<file path="config.mk">
export PLATFORM = sky130hd
export DESIGN_NAME = fastcgi_record_classifier_unit
export DESIGN_NICKNAME = d
export VERILOG_FILES = /design/src/hw/rtl/fcgi_rc_pkg.sv /design/src/hw/rtl/fastcgi_record_classifier_unit.sv
export SDC_FILE = /design/constraint.sdc
export NUM_CORES = 1
export LEC_CHECK = 0
export ABC_AREA = 1
export BUFFER_PORTS_ARGS = -buffer_cell sky130_fd_sc_hd__buf_2
export CAP_MARGIN = 30
export CORE_MARGIN = 2
export CORE_UTILIZATION = 32
export CTS_CLUSTER_SIZE = 8
export DETAILED_ROUTE_END_ITERATION = 6
export GPL_TIMING_DRIVEN = 1
export PLACE_DENSITY_LB_ADDON = 0.1
export SYNTH_ARGS = -nofsm -noshare
export SYNTH_HDL_FRONTEND = slang
export SYNTH_SLANG_ARGS = --single-unit
</file>
<file path="constraint.sdc">
create_clock -name clk -period 7 [get_ports clk]
set_input_delay 1.4 -clock clk [delete_from_list [all_inputs] [get_ports clk]]
set_output_delay 1.4 -clock clk [all_outputs]
set_load 0.01 [all_outputs]
</file>
<file path="src/hw/rtl/fcgi_rc_pkg.sv">
package fcgi_rc_pkg;

  localparam int NumKeys = 6;

  // Key names as ASCII bytes, left aligned in 16 bytes, zero filled.
  localparam logic [127:0] KEY_TXT [NumKeys] = '{
    {80'h5343_5249_5054_5F55_524C, 48'h0},
    {72'h48_5454_505F_484F_5354, 56'h0},
    {88'h4854_5450_5F41_4343_4550_54, 40'h0},
    {120'h48_5454_505F_5553_4552_5F41_4745_4E54, 8'h0},
    {120'h53_4552_5645_525F_534F_4654_5741_5245, 8'h0},
    {112'h5245_5155_4553_545F_4D45_5448_4F44, 16'h0}
  };
  localparam logic [7:0] KEY_LEN [NumKeys] = '{8'd10, 8'd9, 8'd11, 8'd15, 8'd15, 8'd14};

  // Key bit numbers
  localparam int KeyUrl    = 0;
  localparam int KeyHost   = 1;
  localparam int KeyAgent  = 3;
  localparam int KeyMethod = 5;

  localparam logic [7:0] REC_PARAMS = 8'd4;
  localparam logic [7:0] FCGI_VER   = 8'd1;
  localparam logic [7:0] TYPE_MAX   = 8'd11;

  localparam logic [2:0] V_UNDECIDED = 3'd0;
  localparam logic [2:0] V_EXCLUDED  = 3'd1;
  localparam logic [2:0] V_DETECTED  = 3'd2;
  localparam logic [2:0] V_MALFORMED = 3'd3;
  localparam logic [2:0] V_STOP      = 3'd4;

  typedef struct packed {
    logic [15:0] offset;
    logic [7:0]  length;
  } value_pos_t;

  function automatic logic [7:0] key_char(input int j, input logic [3:0] idx);
    logic [127:0] t;
    t = KEY_TXT[j] << {idx, 3'b000};
    return t[127:120];
  endfunction

endpackage

</file>
<file path="src/hw/rtl/fastcgi_record_classifier_unit.sv">
// Channel  | Signals                                    | Direction
// ---------+--------------------------------------------+----------
// in       | in_valid/in_ready, data_byte, first_byte,  | input
//          | payload_length, packet_count               |
// out      | out_valid/out_ready, verdict ... lengths   | output
// cfg      | cfg_valid/cfg_ready, cfg_data              | input
//
// One byte per cycle while in_ready is high. Each accepted beat updates the
// parser state and, on the last payload byte, loads the result register; the
// result appears in the cycle after its byte. in_ready drops only while a
// result is held and out_ready is low. cfg_ready is always high. Synchronous
// active-high reset restores min_packets to 2 and clears the per-packet state.
module fastcgi_record_classifier_unit
  import fcgi_rc_pkg::*;
(
  input  logic        clk,
  input  logic        rst,
  input  logic        in_valid,
  output logic        in_ready,
  input  logic [7:0]  data_byte,
  input  logic        first_byte,
  input  logic [15:0] payload_length,
  input  logic [7:0]  packet_count,
  output logic        out_valid,
  input  logic        out_ready,
  output logic [2:0]  verdict,
  output logic [7:0]  record_type,
  output logic [5:0]  keys_found,
  output logic [15:0] host_offset,
  output logic [7:0]  host_length,
  output logic [15:0] url_offset,
  output logic [7:0]  url_length,
  output logic [15:0] agent_offset,
  output logic [7:0]  agent_length,
  output logic [15:0] method_offset,
  output logic [7:0]  method_length,
  input  logic        cfg_valid,
  output logic        cfg_ready,
  input  logic [7:0]  cfg_data
);

  // params walk phases
  localparam logic [2:0] PH_KLEN  = 3'd0;
  localparam logic [2:0] PH_VLEN  = 3'd1;
  localparam logic [2:0] PH_KEY   = 3'd2;
  localparam logic [2:0] PH_VALUE = 3'd3;
  localparam logic [2:0] PH_BAD   = 3'd4;

  logic [7:0]  min_packets;
  logic [15:0] byte_position, byte_position_next;
  logic [7:0]  hb0, hb1, hb4, hb5, hb6;
  logic [7:0]  hb0_next, hb1_next, hb4_next, hb5_next, hb6_next;
  logic        header_failed, header_failed_next;
  logic [2:0]  phase, phase_next;
  logic [7:0]  klen, klen_next, vlen, vlen_next;
  logic [7:0]  field_offset, field_offset_next;
  logic [5:0]  cands, cands_next;
  logic        malformed, malformed_next;
  logic [5:0]  found, found_next;
  value_pos_t  vp_host, vp_url, vp_agent, vp_method;
  value_pos_t  vp_host_next, vp_url_next, vp_agent_next, vp_method_next;

  logic        accept;
  logic [15:0] p;
  logic        in_range, last_byte;
  logic [16:0] p_plus1;
  logic [17:0] pair_end;
  logic [7:0]  fo_inc;
  logic [5:0]  hit;
  value_pos_t  new_pos;

  // result datapath
  logic [2:0]  res_verdict;
  logic        res_show;
  logic [15:0] content;
  logic [16:0] total;
  logic        hdr_bad;

  assign accept    = in_valid && in_ready;
  assign in_ready  = !out_valid || out_ready;
  assign cfg_ready = 1'b1;

  assign p         = first_byte ? 16'd0 : byte_position;
  assign p_plus1   = {1'b0, p} + 17'd1;
  assign in_range  = p < payload_length;
  assign last_byte = in_range && (p_plus1 == {1'b0, payload_length});
  assign new_pos   = '{offset: p_plus1[15:0], length: vlen};

  always_comb begin
    byte_position_next = (p == 16'hFFFF) ? p : p_plus1[15:0];
    if (first_byte) begin
      hb0_next = '0; hb1_next = '0; hb4_next = '0; hb5_next = '0; hb6_next = '0;
      header_failed_next = 1'b0;
      phase_next = PH_KLEN;
      klen_next = '0; vlen_next = '0; field_offset_next = '0;
      cands_next = '0; malformed_next = 1'b0; found_next = '0;
      vp_host_next = '0; vp_url_next = '0; vp_agent_next = '0; vp_method_next = '0;
    end else begin
      hb0_next = hb0; hb1_next = hb1; hb4_next = hb4; hb5_next = hb5; hb6_next = hb6;
      header_failed_next = header_failed;
      phase_next = phase;
      klen_next = klen; vlen_next = vlen; field_offset_next = field_offset;
      cands_next = cands; malformed_next = malformed; found_next = found;
      vp_host_next = vp_host; vp_url_next = vp_url;
      vp_agent_next = vp_agent; vp_method_next = vp_method;
    end
    pair_end = {2'b00, p} + 18'd1 + {10'd0, klen} + {10'd0, data_byte};
    fo_inc   = field_offset + 8'd1;
    hit      = '0;

    if (in_range) begin
      if (p < 16'd8) begin
        case (p[2:0])
          3'd0: begin
            hb0_next = data_byte;
            if (data_byte != FCGI_VER) header_failed_next = 1'b1;
          end
          3'd1: begin
            hb1_next = data_byte;
            if (data_byte < 8'd1 || data_byte > TYPE_MAX) header_failed_next = 1'b1;
          end
          3'd4: hb4_next = data_byte;
          3'd5: hb5_next = data_byte;
          3'd6: hb6_next = data_byte;
          default: ;
        endcase
      end else begin
        // p >= 8 implies no first_byte, so stored state is current
        case (phase)
          PH_KLEN: begin
            if (p_plus1 + 17'd1 < {1'b0, payload_length}) begin
              klen_next  = data_byte;
              phase_next = PH_VLEN;
            end else begin
              malformed_next = 1'b1;
              phase_next     = PH_BAD;
            end
          end
          PH_VLEN: begin
            vlen_next = data_byte;
            if (pair_end > {2'b00, payload_length}) begin
              malformed_next = 1'b1;
              phase_next     = PH_BAD;
            end else begin
              for (int j = 0; j < NumKeys; j++)
                cands_next[j] = (KEY_LEN[j] == klen);
              field_offset_next = '0;
              if (klen != 8'd0) phase_next = PH_KEY;
              else if (data_byte != 8'd0) phase_next = PH_VALUE;
              else phase_next = PH_KLEN;
            end
          end
          PH_KEY: begin
            for (int j = 0; j < NumKeys; j++)
              cands_next[j] = cands[j] && (field_offset < KEY_LEN[j]) &&
                              (key_char(j, field_offset[3:0]) == data_byte);
            field_offset_next = fo_inc;
            if (fo_inc == klen) begin
              // lowest matching key wins
              for (int j = NumKeys - 1; j >= 0; j--)
                if (cands_next[j]) begin
                  hit    = '0;
                  hit[j] = 1'b1;
                end
              found_next = found | hit;
              if (hit[KeyUrl])    vp_url_next    = new_pos;
              if (hit[KeyHost])   vp_host_next   = new_pos;
              if (hit[KeyAgent])  vp_agent_next  = new_pos;
              if (hit[KeyMethod]) vp_method_next = new_pos;
              cands_next        = '0;
              field_offset_next = '0;
              phase_next        = (vlen != 8'd0) ? PH_VALUE : PH_KLEN;
            end
          end
          PH_VALUE: begin
            field_offset_next = fo_inc;
            if (fo_inc == vlen) begin
              field_offset_next = '0;
              phase_next        = PH_KLEN;
            end
          end
          default: ;
        endcase
      end
    end
  end

  // Verdict on the last byte; header registers are settled since p >= 7 there.
  always_comb begin
    content  = {hb4, hb5};
    total    = 17'd8 + {1'b0, content} + {9'd0, hb6};
    hdr_bad  = header_failed || hb0 != FCGI_VER || hb1 < 8'd1 || hb1 > TYPE_MAX ||
               total != {1'b0, payload_length};
    res_show = 1'b0;
    if (payload_length < 16'd8) begin
      res_verdict = V_EXCLUDED;
    end else if (hdr_bad) begin
      res_verdict = V_EXCLUDED;
    end else if (hb1 == REC_PARAMS) begin
      if (content == 16'd0) begin
        res_verdict = V_STOP;
      end else begin
        res_verdict = (malformed_next || phase_next != PH_KLEN) ? V_MALFORMED : V_DETECTED;
        res_show    = 1'b1;
      end
    end else begin
      res_verdict = (packet_count > min_packets) ? V_DETECTED : V_UNDECIDED;
    end
  end

  always_ff @(posedge clk) begin
    if (rst) begin
      min_packets   <= 8'd2;
      byte_position <= '0;
      hb0 <= '0; hb1 <= '0; hb4 <= '0; hb5 <= '0; hb6 <= '0;
      header_failed <= 1'b0;
      phase         <= PH_KLEN;
      klen <= '0; vlen <= '0; field_offset <= '0;
      cands <= '0; malformed <= 1'b0; found <= '0;
      vp_host <= '0; vp_url <= '0; vp_agent <= '0; vp_method <= '0;
      out_valid <= 1'b0;
    end else begin
      if (cfg_valid) min_packets <= cfg_data;
      if (accept) begin
        byte_position <= byte_position_next;
        hb0 <= hb0_next; hb1 <= hb1_next; hb4 <= hb4_next;
        hb5 <= hb5_next; hb6 <= hb6_next;
        header_failed <= header_failed_next;
        phase         <= phase_next;
        klen <= klen_next; vlen <= vlen_next; field_offset <= field_offset_next;
        cands <= cands_next; malformed <= malformed_next; found <= found_next;
        vp_host <= vp_host_next; vp_url <= vp_url_next;
        vp_agent <= vp_agent_next; vp_method <= vp_method_next;
      end
      if (accept && last_byte) out_valid <= 1'b1;
      else if (out_ready)      out_valid <= 1'b0;
    end
  end

  // result register, loaded only with a fresh beat
  always_ff @(posedge clk) begin
    if (accept && last_byte) begin
      verdict       <= res_verdict;
      record_type   <= (payload_length < 16'd8) ? 8'd0 : hb1;
      keys_found    <= res_show ? found_next : 6'd0;
      host_offset   <= res_show ? vp_host_next.offset : 16'd0;
      host_length   <= res_show ? vp_host_next.length : 8'd0;
      url_offset    <= res_show ? vp_url_next.offset : 16'd0;
      url_length    <= res_show ? vp_url_next.length : 8'd0;
      agent_offset  <= res_show ? vp_agent_next.offset : 16'd0;
      agent_length  <= res_show ? vp_agent_next.length : 8'd0;
      method_offset <= res_show ? vp_method_next.offset : 16'd0;
      method_length <= res_show ? vp_method_next.length : 8'd0;
    end
  end

endmodule
</file>
After elaboration in Yosys (flattened, before gate mapping)
Index checks and enable logic that the tools add are counted.
Word-level totals
  bits in registers: 315
  input port bits: 46
  word-level logic and storage cells: 239
Cells by class
  add/sub/neg operators: 8
  order comparisons: 15
  equal/unequal tests: 26
  shift-type cells: 6
  muxes and demuxes: 116
  bitwise gates (word level): 1
  reductions and logical operators: 32
Operators with widths (count)
  << shifter 127 x 7 -> 128 bit (first input constant): 6
  2-to-1 mux 24 bit: 24
  2-to-1 mux 8 bit: 35
  2-to-1 mux 6 bit: 20
  equality test 8 bit: 8
  equality test 4 x 8 -> 1 bit (first input constant): 5
  less-than comparator 8 x 4 -> 1 bit (second input constant): 5
  adder 16 x 1 -> 17 bit (second input constant): 2
  less-than comparator 16 x 4 -> 1 bit (second input constant): 2
  2-to-1 mux 16 bit: 2
  2-to-1 mux 3 bit: 9
  one-hot mux 8 bit (3 select lines): 1
  nonzero test 8 bit: 3
  adder 17 x 8 -> 18 bit: 1
  adder 18 x 8 -> 18 bit: 1
  greater-than comparator 18 x 16 -> 1 bit: 1
  adder 17 x 1 -> 17 bit (second input constant): 1
  adder 17 x 8 -> 17 bit: 1
  adder 4 x 16 -> 17 bit (first input constant): 1
  equality test 17 x 16 -> 1 bit: 1
  less-than comparator 17 x 16 -> 1 bit: 1
  2-to-1 mux 1 bit: 17
  != test 17 x 16 -> 1 bit: 1
  equality test 16 bit (second input constant): 1
  other kinds (23): 55

Depth between registers and ports, before layout
Gate-level depths: netlist (run 1).
  word-level depth: 18
  depth in mapped cells: 37
  gate-level depth less buffers: 33

Least setup slack after synthesis (run 1)
OpenSTA, ideal clock, no wires.
  path type: input -> register
  from: in first_byte
  to: reg agent_length[0], enable pin
  setup time: 466 ps
  arrival time: 6216 ps
  data required time: 6534 ps
  setup slack: 318 ps
  cell stages on the path: 19
  path buffers: 4
  cells stage by stage: inv_2 -> buf_6 -> buf_6 -> clkbuf_1 -> clkbuf_1 -> nand2_1 -> inv_1 -> ha_1 -> nand4_1 -> nand2_1 -> inv_1 -> nor2_1 -> xor2_1 -> nand4_1 -> a21oi_1 -> nand4_1 -> nor3_1 -> nand4_1 -> inv_1
On the way
  cells in the longest elaborated chain, start to end: 5
  elaborated cells between the ends (all ways): 6
  classes of those cells: 1 x add/sub; 1 x order compare; 1 x eq/ne; 1 x mux; 2 x reduce/logical
Ends and longest elaborated chain
  start: declaration: RTL line fastcgi_record_classifier_unit.sv:21  | input logic first_byte,
  2-to-1 mux 16 bit (*): RTL line fastcgi_record_classifier_unit.sv:83  | assign p = first_byte ? 16'd0 : byte_position;
  adder 16 x 1 -> 17 bit: RTL line fastcgi_record_classifier_unit.sv:84  | assign p_plus1 = {1'b0, p} + 17'd1;
  equality test 17 x 16 -> 1 bit: RTL line fastcgi_record_classifier_unit.sv:86  | assign last_byte = in_range && (p_plus1 == {1'b0, payload_length});
  logical AND 1 bit (*): RTL line fastcgi_record_classifier_unit.sv:86
  logical AND 1 bit (*): RTL line fastcgi_record_classifier_unit.sv:242  | if (accept && last_byte) begin
  end signal: assignment: RTL line fastcgi_record_classifier_unit.sv:251  | agent_length <= res_show ? vp_agent_next.length : 8'd0;
  end: declaration: RTL line fastcgi_record_classifier_unit.sv:34  | output logic [7:0] agent_length,
Every way passes the cells marked *; elsewhere a longest branch is shown, timed or not.
A chain may end at the register's enable or synchronous reset.

Final worst setup path (run 1)
  from: in first_byte
  to: reg verdict[0], data pin
On the way
  cells in the longest elaborated chain, start to end: 14
  elaborated cells between the ends (all ways): 29
  classes of those cells: 5 x add/sub; 4 x order compare; 18 x mux; 2 x reduce/logical
Ends and longest elaborated chain
  2-to-1 mux 16 bit: RTL line fastcgi_record_classifier_unit.sv:83
  adder 16 x 1 -> 17 bit: RTL line fastcgi_record_classifier_unit.sv:84, fastcgi_record_classifier_unit.sv:107
  adder 17 x 8 -> 18 bit: RTL line fastcgi_record_classifier_unit.sv:107  | pair_end = {2'b00, p} + 18'd1 + {10'd0, klen} + {10'd0, data_byte};
  adder 18 x 8 -> 18 bit: RTL line fastcgi_record_classifier_unit.sv:107
  greater-than comparator 18 x 16 -> 1 bit: RTL line fastcgi_record_classifier_unit.sv:141  | if (pair_end > {2'b00, payload_length}) begin
  2-to-1 mux 3 bit: RTL line fastcgi_record_classifier_unit.sv:141
  one-hot mux 3 bit (4 select lines): RTL line fastcgi_record_classifier_unit.sv:129  | case (phase)
  2-to-1 mux 3 bit: RTL line fastcgi_record_classifier_unit.sv:112  | if (p < 16'd8) begin
  2-to-1 mux 3 bit: RTL line fastcgi_record_classifier_unit.sv:111  | if (in_range) begin
  nonzero test 3 bit: RTL line fastcgi_record_classifier_unit.sv:203  | res_verdict = (malformed_next || phase_next != PH_KLEN) ? V_MALFORMED : V_DETECTED;
  logical OR 1 bit (*): RTL line fastcgi_record_classifier_unit.sv:203
  2-to-1 mux 1 bit (*): RTL line fastcgi_record_classifier_unit.sv:203
  2-to-1 mux 3 bit (*): RTL line fastcgi_record_classifier_unit.sv:200  | if (content == 16'd0) begin
  2-to-1 mux 3 bit (*): RTL line fastcgi_record_classifier_unit.sv:199  | end else if (hb1 == REC_PARAMS) begin
  end signal: assignment: RTL line fastcgi_record_classifier_unit.sv:243  | verdict <= res_verdict;
  end: declaration: RTL line fastcgi_record_classifier_unit.sv:26  | output logic [2:0] verdict,
Marked as above.

==> impl_metrics.yaml, run 1 <==
cells_and_area:
  multi_input_area_um2: 10470
  mostFrequentLayoutCell: "nand2_1"
  final_cell_mix: "510 x nand2_1, 449 x inv_1, 338 x nor2_1, 225 x nand3_1, 202 x dfxtp_1"
  nFillCells: 6752
  post-route-util_pct: 37.00
  seqCellArea_um2: 7437
  design_area_um2: 23300
  nNetsFinal: 3147
  drive_gt1_share_pct: 10.06
  synthToLayoutAreaGrowth_pct: 14.56
setup_path:
  cp.required_ns: 7.33
  cp_common_cell: "nand2_1"
  worstSetupStartpoint: "first_byte"
  critPathCaptureType: "register"
  worstReg2RegStart: "byte_position[2]"
  critPathArrivalTime_ns: 6.67
  critPathLaunchType: "primary input"
  slowest_delay_ns: 0.47
  r2r_cells: 30
  critPathMaxFanout: 25
  worstSetupPathType: "in -> reg"
  critPathSlowestCell: "fa_1"
routing:
  final_antenna_net_count: 0
  drcViolationCount: 0
  vias_per_cell: 5.093
  drt_iter0_markers: 1443
  wl_per_cell_um: 19.54
  drt_wl_total_um: 75800
  vias: 19760
  dr.pass1.iters: 6
sta:
  rsz0062_at_grt: "false"
  finalHoldViolCount: 0
  period_share_pct: 90.55
  finClkSkew_ns: 0.02692
  slew_viol_final: 0
  fin_tns_setup_ns: 0
  finalSetupViolations: 0
  worstMarginPinSlew_ns: 0.9049
  slew_headroom_pct: 39.46
  period_needed_ns: 6.339
  fmax_ghz: 0.1578
floorplanning:
  io_pins: 162
  core_um2: 62970
  fp.dieW_um: 256.1
  start_util_pct: 32.30
  dieHeight_um: 256.1
  rows: 92
  dieArea_um2: 65590
synth:
  synth_edf_count: 113
  ys_async_sr_fraction_pct: 0
  yosysWarnings: 0
  synth_top_cell_area_share_pct: 19.88
  synthCells: 2895
  synth_area_leaders: "dfxtp_1 20%, edfxtp_1 17%, nand2_1 9.4%"
  synth.avg_cell_area_um2: 7.025
  synth_nets: 3044
  ys_ff_latch: 315
  yosysTopAreaCell: "dfxtp_1"
  synth_area_um2: 20340
  synthFlopType: "dfxtp_1"
  yosysSeqAreaShare_pct: 36.57
  yosysUniqueCellTypes: 59
clock_network:
  cts_sinks: 315
  post-cts-setup-buffer-count: 0
  cts.htree.levels: 2
  cts_buffers: 46
  cts_tree: "done"
  clkLatencyLatePin_ns: 0.59
  clk_pin_slew_ns: 0.05
  hold_buffers: 0
  clockBufferDepth: 3
  clock-root-buffer: "clkbuf_16"
  ctsResizeCount: 0
global_route:
  first_global_vias: 18830
  antenna_found_initial: 1
  grt_util_met3_pct: 3.228
  met2_usage_pct: 36.66
  grt_pass1_wl_um: 115800
  grt.busiest_layer: "met2"
  grt.total_usage_pct: 22.65
  grt_max_degree: 124
  grt_use_met1_pct: 30.94
  grt_overflow: 0
run_status:
  run_status: "finished, final reports clean"
hold_path:
  hp-class: "reg -> reg"
  whs_path_depth: 2
  min_from: "min_packets[7]"
placement:
  gp_congestion: 0.8834
  placed_cell_area_um2: 21920
  io_buffers: 160
  dp_hpwl_um: 54330
job:
  cap_violations: 0
power_and_ir_drop:
  leakagePower_nw: 10.11
  peakVddDrop_v: 0.0001743
  power.density_nw_per_um2: 211.0
-- power by group --
part	switching [mW]	leakage (nW)	internal (mW)
registers	0.0546	2.46	1.95
logic	0.537	7.00	0.244
clock network	0.871	0.646	1.26
-- kinds of logic (layout without fill, tap and decap cells) --
logic type | count (synthesis) | count (layout) | synth area share, %
buffers and inverters | 619 | 757 | 12.01
XOR/XNOR | 66 | 66 | 2.842
flip-flops | 315 | 315 | 36.57
AND/OR/NAND/NOR | 1239 | 1239 | 26.49
other | 1 | 2 | 0.01844
AO/OA/AOI/OAI | 551 | 551 | 15.35
adder cells (fa/ha/maj) | 103 | 103 | 6.669
multiplexers | 1 | 1 | 0.05536
-- final timing paths --
check | end | slack, ns
worst max-delay path | verdict[0] | 0.66
worst min-delay path | min_packets[7] | 0.46
worst max register to register | verdict[0] | 1.54
worst min register to register | min_packets[7] | 0.46
-- state kept, by name, indices dropped and copies added (netlist names), 16 cells and up --
signal / count
vp_host: 24
byte_position: 16
vp_agent: 24
agent_offset: 16
url_offset: 16
vp_method: 24
method_offset: 16
host_offset: 16
vp_url: 24
-- stage by stage --
step                      worst slack, ns  total power [mW]  cells  hold slack (ns)
final                              0.6613             4.915   3880           0.4587
after detailed placement           0.1661             2.811   3795           0.4547
after floorplan                    0.3182             2.559   2895           0.4373
after global placement             0.2565             2.803   3793           0.4469
after CTS                          0.7475             4.972   3878           0.4627
after global routing               0.1832             5.156   3879           0.4879
-- layer usage --
layer  vias up  part of all wire [%]
met2       546                    45
met3       112                   5.3
met5         -                 0.017
li1       9760                     -
met4         2                   3.2
met1      9341                    46
-- area by class of cell --
type | instances | share of cell area [%]
Tap cell | 846 | 4.543
Antenna cell | 1 | 0.01074
Multi-Input combinational cell | 1961 | 44.92
Timing Repair Buffer | 203 | 5.182
Clock buffer | 80 | 5.617
Clock inverter | 3 | 0.1772
Inverter | 471 | 7.631
Sequential cell | 315 | 31.92
-- critical path, delay by kind of cell --
| kind | cells | cell delay (ns) |
|---|---|---|
| compound gates | 7 | 1.57 |
| xor+xnor | 1 | 0.19 |
| fa+ha+maj | 3 | 1.05 |
| buf+inv | 3 | 0.57 |
| simple gates | 18 | 1.86 |
-- synth_stat cells, types with 9 or more instances --
cell type,instances
nand2_1,511
inv_1,451
nor2_1,338
nand3_1,225
dfxtp_1,202
a21oi_1,182
o21ai_0,155
edfxtp_1,113
clkbuf_1,96
ha_1,94
o211ai_1,91
nand4_1,75
o21ai_1,67
xor2_1,57
nor3_1,32
buf_2,31
a31oi_1,18
inv_2,16
nor4_1,14
nand3b_1,10
fa_1,9
o221ai_1,9
xnor2_1,9
No activity file was read; power rests on OpenSTA's default activity.
==> run 2, diff against run 1 <==
--- a/config.mk
+++ b/config.mk
@@ -8,6 +8,8 @@
 export ABC_AREA = 1
 export BUFFER_PORTS_ARGS = -buffer_cell sky130_fd_sc_hd__buf_2
 export CAP_MARGIN = 30
+export CELL_PAD_IN_SITES_DETAIL_PLACEMENT = 1
+export CELL_PAD_IN_SITES_GLOBAL_PLACEMENT = 1
 export CORE_MARGIN = 2
 export CORE_UTILIZATION = 32
 export CTS_CLUSTER_SIZE = 8
==> impl_metrics.yaml, run 2 (synthesis results as in run 1) <==
sta:
  period_share_pct: 91.72
  slew_viol_final: 0
  finalSetupViolations: 0
  finClkSkew_ns: 0.02800
  fmax_ghz: 0.1558
  finalHoldViolCount: 0
  rsz0062_at_grt: "false"
  worstMarginPinSlew_ns: 0.9888
  period_needed_ns: 6.420
  slew_headroom_pct: 33.47
setup_path:
  critPathArrivalTime_ns: 6.75
  worstSetupStartpoint: "first_byte"
  cp_common_cell: "nand2_1"
  slowest_delay_ns: 0.47
  critPathCaptureType: "register"
  critPathLaunchType: "primary input"
  worstReg2RegStart: "byte_position[1]"
  worstSetupPathType: "in -> reg"
  r2r_end: "verdict[0]"
  r2r_slack_ns: 1.46
  critPathSlowestCell: "fa_1"
  cp.required_ns: 7.33
  r2r_cells: 30
  critPathMaxFanout: 21
floorplanning:
  fp.dieW_um: 256.1
  core_um2: 62970
  io_pins: 162
  dieHeight_um: 256.1
  start_util_pct: 32.30
  rows: 92
  dieArea_um2: 65590
clock_network:
  clk_pin_slew_ns: 0.05
  cts_tree: "done"
  clock-root-buffer: "clkbuf_16"
  clkLatencyLatePin_ns: 0.59
  cts.htree.levels: 2
  hold_buffers: 0
  clockBufferDepth: 3
  cts_sinks: 315
  ctsResizeCount: 0
  post-cts-setup-buffer-count: 0
  cts_buffers: 46
cells_and_area:
  nNetsFinal: 3143
  multi_input_area_um2: 10470
  seqCellArea_um2: 7437
  final_cell_mix: "510 x nand2_1, 449 x inv_1, 338 x nor2_1, 225 x nand3_1, 202 x dfxtp_1"
  mostFrequentLayoutCell: "nand2_1"
  synthToLayoutAreaGrowth_pct: 14.51
  fin_cells: 3874
  drive_gt1_share_pct: 9.941
  design_area_um2: 23290
  antenna-diode-count: 0
  nFillCells: 7975
routing:
  drt_iter0_markers: 1021
  vias: 20200
  drt_wl_total_um: 79390
  drcViolationCount: 0
  dr.pass1.iters: 5
  wl_per_cell_um: 20.49
  final_antenna_net_count: 0
  vias_per_cell: 5.214
global_route:
  antenna_found_initial: 0
  met2_usage_pct: 40.83
  first_global_vias: 20360
  grt.busiest_layer: "met2"
  grt_overflow: 0
  grt_util_met3_pct: 2.446
  grt_pass1_wl_um: 122600
  grt.total_usage_pct: 23.79
  grt_use_met1_pct: 31.48
  grt_max_degree: 120
placement:
  place_inst: 3790
  placed_cell_area_um2: 21910
  gp_congestion: 0.9034
  io_buffers: 160
  dp_hpwl_um: 57660
power_and_ir_drop:
  power.density_nw_per_um2: 211.3
  peakVddDrop_v: 0.0001417
  leakagePower_nw: 10.10
run_status:
  run_status: "finished, final reports clean"
hold_path:
  worstHoldEndpoint: "min_packets[5]"
  hp-class: "reg -> reg"
  whs_path_depth: 2
  min_from: "min_packets[5]"
job:
  cap_violations: 0
## run 2: cell type report
cell class / instances / share of cell area, %
Clock buffer: 78 / 5.502
Sequential cell: 315 / 31.93
Multi-Input combinational cell: 1961 / 44.95
Inverter: 471 / 7.634
Tap cell: 846 / 4.545
Timing Repair Buffer: 199 / 5.233
Clock inverter: 4 / 0.1988
## run 2: metrics by stage
stage | hold slack, ns | setup TNS (ns) | utilization (%) | setup slack [ns] | total power [mW]
global route | 0.4903 | 0 | 36.99 | 0.06071 | 5.162
detailed placement | 0.4589 | -0.02935 | 34.80 | -0.02935 | 2.829
CTS | 0.4674 | 0 | 36.91 | 0.5674 | 4.987
floorplan | 0.4373 | 0 | - | 0.3182 | 2.559
global placement | 0.4515 | 0 | 34.72 | 0.2285 | 2.801
finish | 0.4635 | 0 | 36.99 | 0.5795 | 4.922
## run 2: per-layer routing
metal | routed length, um | up-vias
met5 | 0 | -
met4 | 2068 | 0
met3 | 2716 | 103
met2 | 38270 | 364
met1 | 36330 | 10010
li1 | - | 9727
## run 2: worst max-delay path: cells and delay by family
kind | cells | cell delay [ns]
fa+ha+maj | 3 | 1.05
simple gates | 18 | 1.88
xor+xnor | 1 | 0.17
compound gates | 7 | 1.68
buf+inv | 3 | 0.56
## run 2: worst max path at each step
| stage | cells after the start | slack, ns | to |
|---|---|---|---|
| floorplan | 19 | 0.32 | agent_length[0] |
| global placement | 32 | 0.23 | verdict[0] |
| detailed placement | 32 | -0.03 | verdict[0] |
| CTS | 32 | 0.57 | verdict[0] |
| global route | 32 | 0.06 | verdict[0] |
| finish | 32 | 0.58 | verdict[0] |
## run 2: where the power goes
group | switching, mW | internal, mW | total, mW
logic | 0.545 | 0.246 | 0.791
clock network | 0.885 | 1.24 | 2.12
registers | 0.0598 | 1.95 | 2.01
